## src/hw/rtl/qtes_pkg.sv

```systemverilog
// Shared types and constants for the quadtree tile edge sharing block.
package qtes_pkg;

  localparam int LOD_W = 5;
  localparam int IDX_W = 23;
  localparam int RES_W = 11;

  localparam int MAX_RESOLUTION = 1024;
  localparam logic [RES_W-1:0] RES_RESET = RES_W'(32);

  // Largest level gap is 2**LOD_W - 1, so an offset inside a tile spans that many bits.
  localparam int OFF_W = (2 ** LOD_W) - 1;
  // Visited key scaled to the updated level, plus one bit for the far edge.
  localparam int KEY_W = IDX_W + OFF_W + 1;

  typedef enum logic [2:0] {
    REL_UNRELATED = 3'd0,
    REL_SAME      = 3'd1,
    REL_EDGES     = 3'd2,
    REL_CORNER    = 3'd3,
    REL_ORDER_ERR = 3'd4
  } relation_t;

  typedef enum logic [1:0] {
    EDGE_BOTTOM = 2'd0,
    EDGE_RIGHT  = 2'd1,
    EDGE_TOP    = 2'd2,
    EDGE_LEFT   = 2'd3
  } edge_t;

  typedef enum logic [1:0] {
    CORNER_R0_C0 = 2'd0,
    CORNER_RL_C0 = 2'd1,
    CORNER_R0_CL = 2'd2,
    CORNER_RL_CL = 2'd3
  } corner_t;

  typedef struct packed {
    logic [LOD_W-1:0] visited_lod;
    logic [IDX_W-1:0] visited_col;
    logic [IDX_W-1:0] visited_row;
    logic [LOD_W-1:0] updated_lod;
    logic [IDX_W-1:0] updated_col;
    logic [IDX_W-1:0] updated_row;
  } tile_pair_t;

  typedef struct packed {
    relation_t        relation;
    logic [1:0]       edge_count;
    edge_t            visited_edge_a;
    edge_t            updated_edge_a;
    logic [RES_W-1:0] start_a;
    edge_t            visited_edge_b;
    edge_t            updated_edge_b;
    logic [RES_W-1:0] start_b;
    logic [LOD_W-1:0] level_gap;
    logic [RES_W-1:0] copy_count;
    corner_t          corner_code;
  } adj_result_t;

endpackage

```

## src/hw/rtl/qtes_classify.sv

```systemverilog
// Combinational classifier: relation, shared edges and vertex ranges for one tile pair.
module qtes_classify (
  input  qtes_pkg::tile_pair_t        item,
  input  logic [qtes_pkg::RES_W-1:0]  resolution,
  output qtes_pkg::adj_result_t       result
);
  import qtes_pkg::*;

  logic                     order_ok;
  logic [LOD_W-1:0]         gap;
  logic [KEY_W-1:0]         mult, mask;
  logic [KEY_W-1:0]         tx, ty, txe, tye;
  logic [KEY_W-1:0]         ux, uy, ux1, uy1;
  logic                     same, contains, xadj, yadj, xin, yin, nb, below;
  logic [IDX_W-1:0]         offx;
  logic [OFF_W-1:0]         offy;
  logic [IDX_W+RES_W-1:0]   prodx;
  logic [OFF_W+RES_W-1:0]   prody;
  logic [RES_W-1:0]         startx, starty, res_shift;
  logic [1:0]               n;
  edge_t                    ve_a, ue_a, ve_b, ue_b, e_y;

  assign order_ok = item.visited_lod <= item.updated_lod;
  assign gap      = item.updated_lod - item.visited_lod;

  assign mult = KEY_W'(1) << gap;
  assign mask = mult - KEY_W'(1);
  assign tx   = KEY_W'(item.visited_col) << gap;
  assign ty   = KEY_W'(item.visited_row) << gap;
  assign txe  = tx + mult;
  assign tye  = ty + mult;
  assign ux   = KEY_W'(item.updated_col);
  assign uy   = KEY_W'(item.updated_row);
  assign ux1  = ux + KEY_W'(1);
  assign uy1  = uy + KEY_W'(1);

  assign same     = (item.visited_lod == item.updated_lod) &&
                    (item.visited_col == item.updated_col) &&
                    (item.visited_row == item.updated_row);
  assign contains = (ux >= tx) && (ux < txe) && (uy >= ty) && (uy < tye);
  assign xadj     = (tx == ux1) || (txe == ux);
  assign yadj     = (ty == uy1) || (tye == uy);
  assign xin      = (ux >= tx) && (ux1 <= txe);
  assign yin      = (uy >= ty) && (uy1 <= tye);
  assign nb       = xadj ? yin : (yadj ? xin : 1'b0);
  assign below    = (uy == tye);

  // tx, ty have zero low bits; offx is the low bits of ux, offy those of uy inverted.
  assign offx  = item.updated_col & mask[IDX_W-1:0];
  assign offy  = OFF_W'(~uy & mask);
  assign prodx = {{RES_W{1'b0}}, offx} * {{IDX_W{1'b0}}, resolution};
  assign prody = {{RES_W{1'b0}}, offy} * {{OFF_W{1'b0}}, resolution};
  assign startx = RES_W'(prodx >> gap);
  assign starty = RES_W'(prody >> gap);

  assign res_shift = resolution >> gap;

  always_comb begin
    result = '0;
    n      = 2'd0;
    ve_a   = EDGE_BOTTOM;
    ue_a   = EDGE_BOTTOM;
    ve_b   = EDGE_BOTTOM;
    ue_b   = EDGE_BOTTOM;
    e_y    = (ty == uy) ? EDGE_TOP : EDGE_BOTTOM;
    if (!order_ok) begin
      result.relation = REL_ORDER_ERR;
    end else begin
      result.level_gap  = gap;
      result.copy_count = res_shift + RES_W'(1);
      if (same) begin
        result.relation = REL_SAME;
      end else if (contains) begin
        result.relation = REL_EDGES;
        if (tx == ux) begin
          ve_a = EDGE_LEFT;
          ue_a = EDGE_LEFT;
          n    = 2'd1;
        end else if (txe == ux1) begin
          ve_a = EDGE_RIGHT;
          ue_a = EDGE_RIGHT;
          n    = 2'd1;
        end
        if ((ty == uy) || (tye == uy1)) begin
          if (n == 2'd0) begin
            ve_a = e_y;
            ue_a = e_y;
          end else begin
            ve_b = e_y;
            ue_b = e_y;
          end
          n = n + 2'd1;
        end
      end else if (nb) begin
        result.relation = REL_EDGES;
        n = 2'd1;
        if (tx == ux1) begin
          ve_a = EDGE_LEFT;
          ue_a = EDGE_RIGHT;
        end else if (txe == ux) begin
          ve_a = EDGE_RIGHT;
          ue_a = EDGE_LEFT;
        end else if (ty == uy1) begin
          ve_a = EDGE_TOP;
          ue_a = EDGE_BOTTOM;
        end else begin
          ve_a = EDGE_BOTTOM;
          ue_a = EDGE_TOP;
        end
      end else if (xadj && yadj) begin
        result.relation = REL_CORNER;
        if (ux < tx) begin
          result.corner_code = below ? CORNER_R0_C0 : CORNER_RL_C0;
        end else begin
          result.corner_code = below ? CORNER_R0_CL : CORNER_RL_CL;
        end
      end else begin
        result.relation = REL_UNRELATED;
      end
    end
    result.edge_count = n;
    if (n != 2'd0) begin
      result.visited_edge_a = ve_a;
      result.updated_edge_a = ue_a;
      result.start_a = ((ve_a == EDGE_BOTTOM) || (ve_a == EDGE_TOP)) ? startx : starty;
    end
    if (n == 2'd2) begin
      result.visited_edge_b = ve_b;
      result.updated_edge_b = ue_b;
      result.start_b = ((ve_b == EDGE_BOTTOM) || (ve_b == EDGE_TOP)) ? startx : starty;
    end
  end

endmodule

```

## src/hw/rtl/quadtree_tile_edge_sharing_top.sv

```systemverilog
// Top level: input register, classifier and result register with valid/ready on both sides.
// Takes one tile pair per cycle and returns one result item per pair, passing each pair
// through the input register and then the result register; the input register and the
// result register each stall only when the stage after them is full, so the block streams
// at one item per clock. Those two registers sit around the combinational classifier (a
// 55-bit key shift and compare plus a 23x11 and a 31x11 multiply for the edge offsets).
// grid_resolution is written through cfg_wr_en/cfg_wr_data; zero is stored as 1 and values
// above the maximum resolution are clamped to it. Reset value is 32.
module quadtree_tile_edge_sharing_top (
  input  logic                        clk,
  input  logic                        rst,
  input  logic                        cfg_wr_en,
  input  logic [qtes_pkg::RES_W-1:0]  cfg_wr_data,
  input  logic                        in_valid,
  output logic                        in_ready,
  input  qtes_pkg::tile_pair_t        in_item,
  output logic                        out_valid,
  input  logic                        out_ready,
  output qtes_pkg::adj_result_t       out_item
);
  import qtes_pkg::*;

  logic [RES_W-1:0] grid_resolution, grid_resolution_next;
  logic             s1_valid, s1_ready;
  tile_pair_t       s1_item;
  adj_result_t      s1_result;

  always_comb begin
    grid_resolution_next = grid_resolution;
    if (cfg_wr_en) begin
      if (cfg_wr_data == '0) begin
        grid_resolution_next = RES_W'(1);
      end else if (32'(cfg_wr_data) > MAX_RESOLUTION) begin
        grid_resolution_next = RES_W'(MAX_RESOLUTION);
      end else begin
        grid_resolution_next = cfg_wr_data;
      end
    end
  end

  always_ff @(posedge clk) begin
    if (rst) begin
      grid_resolution <= RES_RESET;
    end else begin
      grid_resolution <= grid_resolution_next;
    end
  end

  assign s1_ready = !out_valid || out_ready;
  assign in_ready = !s1_valid || s1_ready;

  always_ff @(posedge clk) begin
    if (rst) begin
      s1_valid <= 1'b0;
    end else if (in_ready) begin
      s1_valid <= in_valid;
    end
  end

  always_ff @(posedge clk) begin
    if (in_valid && in_ready) begin
      s1_item <= in_item;
    end
  end

  qtes_classify u_classify (
    .item       (s1_item),
    .resolution (grid_resolution),
    .result     (s1_result)
  );

  always_ff @(posedge clk) begin
    if (rst) begin
      out_valid <= 1'b0;
    end else if (s1_ready) begin
      out_valid <= s1_valid;
    end
  end

  always_ff @(posedge clk) begin
    if (s1_valid && s1_ready) begin
      out_item <= s1_result;
    end
  end

endmodule

```

## config.mk

```make
export PLATFORM = sky130hd
export DESIGN_NAME = quadtree_tile_edge_sharing_top
export DESIGN_NICKNAME = d
export VERILOG_FILES = /design/src/hw/rtl/qtes_pkg.sv /design/src/hw/rtl/qtes_classify.sv /design/src/hw/rtl/quadtree_tile_edge_sharing_top.sv
export SDC_FILE = /design/constraint.sdc
export NUM_CORES = 2
export LEC_CHECK = 0
export BUFFER_PORTS_ARGS = -buffer_cell sky130_fd_sc_hd__buf_4
export CORE_MARGIN = 3
export CORE_UTILIZATION = 55
export DETAILED_ROUTE_END_ITERATION = 8
export MAX_ROUTING_LAYER = met4
export PLACE_DENSITY = 0.81
export SLEW_MARGIN = 15
export SYNTH_ARGS = -nofsm -noshare
export SYNTH_HDL_FRONTEND = slang
export SYNTH_SLANG_ARGS = --single-unit
```

## constraint.sdc

```tcl
create_clock -name clk -period 23.5 [get_ports clk]
set_clock_uncertainty 0.1 [all_clocks]
set_input_delay 4.7 -clock clk [delete_from_list [all_inputs] [get_ports clk]]
set_output_delay 4.7 -clock clk [all_outputs]
set_load 0.05 [all_outputs]
```

==> impl_metrics.json <==
{
  "status": "complete, no violations",
  "netlist.area_leader.share_pct": 20.7,
  "worstPathArrival_ns": 14.09,
  "drv_slew": 0,
  "p_per_area_mw_per_mm2": 60.0,
  "netlist_instances": 5309,
  "hpwl_um": 129000,
  "clk_pin_slew_ns": 0.08,
  "clk_latency_ns": 0.52,
  "cts_max_path_buffers": 2,
  "grt_setup_unrepaired": "no",
  "avgRoutedWirePerCell_um": 26.0,
  "worst-slew-pin-transition_ns": 1.24,
  "fin_crit_ns": 13.87,
  "fmax_mhz": 72.1,
  "cts_made_buffers": 17,
  "layout.cells.most_common": "nand2_1",
  "synth_largest_area_cell": "fa_1",
  "ios": 173,
  "grt_pass1_vias": 40583,
  "worstSetupEndpointType": "flip-flop",
  "crit_path_max_fanout": 20,
  "globalRouteOverflowTotal": 0,
  "final_cell_mix": "628 x nand2_1, 556 x inv_1, 450 x fa_1",
  "area_growth_syn_to_layout_pct": 5.92,
  "nets": 6213,
  "yosysWarnings": 0,
  "post-route-period-util_pct": 59.0,
  "layout-drive-gt1-share_pct": 8.34,
  "fin_setup_tns_ns": 0,
  "vias_per_cell": 6.63,
  "worstPathBufferInverterCount": 2,
  "cts_hold_buf": 0,
  "yosysSeqAreaShare_pct": 11.1,
  "synthArstFlopShare_pct": 0,
  "critPathRequiredTime_ns": 23.72,
  "coreArea_mm2": 0.0780,
  "dr.pass1.iters": 7,
  "clockRootBuffer": "clkbuf_16",
  "netlist_area_mm2": 0.0435,
  "routabilityCongestion": 1.05,
  "critical_path_class": "reg -> reg",
  "start_util_pct": 55.8,
  "leakagePower_nw": 20.1,
  "setup_ws_ns": 9.63,
  "grt_max_degree": 155,
  "h-tree-depth": 4,
  "grt_pass1_wl_um": 248000,
  "finalSetupViolations": 0,
  "place_area_mm2": 0.0455,
  "grt_use_total_pct": 40.7,
  "num_rows": 102,
  "antenna_left": 0,
  "cp_slowest_stage_delay_ns": 0.81,
  "synth_enable_flop_cells": 152,
  "tritoncts": "yes",
  "vias": 41980,
  "drtIter0Drc": 5251,
  "slew_headroom_pct": 16.2,
  "ir_drop_uv": 61.1,
  "synth_area_per_cell_um2": 8.20,
  "preCtsSetupSlack_ns": 10.02,
  "ys_ff_latch": 165,
  "yosysUniqueCellTypes": 113,
  "worst_setup_path_start_kind": "flip-flop",
  "die_x_um": 287,
  "crit_slowest_cell": "nand2_1",
  "clock_sinks": 165,
  "route.detailed.drc": 0,
  "hold_violations": 0,
  "fp.dieH_um": 287,
  "crit_family": "adder cells",
  "postCtsResizedCells": 0,
  "numPortBuffers": 170,
  "synth_area_leaders": "fa_1 21%, ha_1 11%, edfxtp_1 10%",
  "post_cts_buffers": 0,
  "final_cell_area_mm2": 0.0461,
  "wl_um": 165000,
  "ys.flop_type": "edfxtp_1",
  "dieArea_mm2": 0.0826,
  "cp_common_cell": "fa_1",
  "power_mw": 2.77,
  "hp-class": "reg -> reg",
  "antenna_found_initial": 11,
  "drv_cap": 0
}
-- report_power, final --
group / internal [mW] / leakage [nW] / switching [mW]
sequential: 0.340 / 1.55 / 0.0382
clock: 0.160 / 0.289 / 0.142
combinational: 0.724 / 18.3 / 1.36
-- layer usage --
metal / routed length (µm) / GRT usage, % / part of all wire (%)
met5: 0 / - / 0
met4: 7840 / 16.5 / 4.8
met3: 21200 / 10.5 / 13
met2: 70000 / 59.0 / 42
met1: 65700 / 54.4 / 40
-- per-stage QoR --
stage          cells  util, %  hold slack, ns
2_1_floorplan   5310        -           0.378
3_3_place_gp    6297     58.3           0.415
3_5_place_dp    6297     58.3           0.419
4_1_cts         6328     59.1           0.422
5_1_grt         6335     59.1           0.475
6_report        6336     59.1           0.419
-- registers in the layout, indices dropped and copies added (netlist names) --
| name | flops |
|---|---|
| grid_resolution | 11 |
| out_item | 50 |
| out_valid | 1 |
| s1_item | 102 |
| s1_valid | 1 |
-- Yosys cell counts (all sizes together), types with 111 or more instances --
master,number
a21oi,296
and2,256
and3,111
clkbuf,238
edfxtp,152
fa,451
ha,368
inv,558
mux2i,117
nand2,629
nor2,373
o21ai,206
xnor2,165
-- tightest hold or removal path, stage by stage, from the launching register on --
cell     delay, ns
dfxtp_1       0.33
nor2_1        0.10
nor2_1        0.04
-- kinds of logic (layout without fill, tap and decap cells) --
| logic type | Yosys count | count (layout) | share of synthesized area (%) |
|---|---|---|---|
| mux | 196 | 196 | 6.14 |
| simple gates | 1923 | 1923 | 21.8 |
| fa+ha+maj | 819 | 819 | 31.3 |
| buf+inv | 876 | 854 | 8.19 |
| xor+xnor | 268 | 268 | 5.41 |
| flops | 165 | 165 | 11.1 |
| compound gates | 1061 | 1061 | 16.0 |
| other cells | 1 | 10 | 0.00861 |
-- layout make-up --
class,count,area (µm²)
antenna,8,20.0
clock buffer,18,429
clock inverter,13,163
fill,7020,31900
inverter,558,2090
multi-input combinational,4269,35300
sequential,165,4840
tap,1040,1300
timing repair buffer,265,2010
-- path summary, 6_finish.rpt --
check | depth (start not counted) | slack [ns] | start | end
setup / recovery | 35 | 9.63 | s1_item[48] | out_item[33]
hold / removal | 2 | 0.42 | s1_valid | out_valid
setup reg to reg | 35 | 9.63 | s1_item[48] | out_item[33]
hold reg to reg | 2 | 0.42 | s1_valid | out_valid
Note: power is estimated with default switching activity, not from simulation.
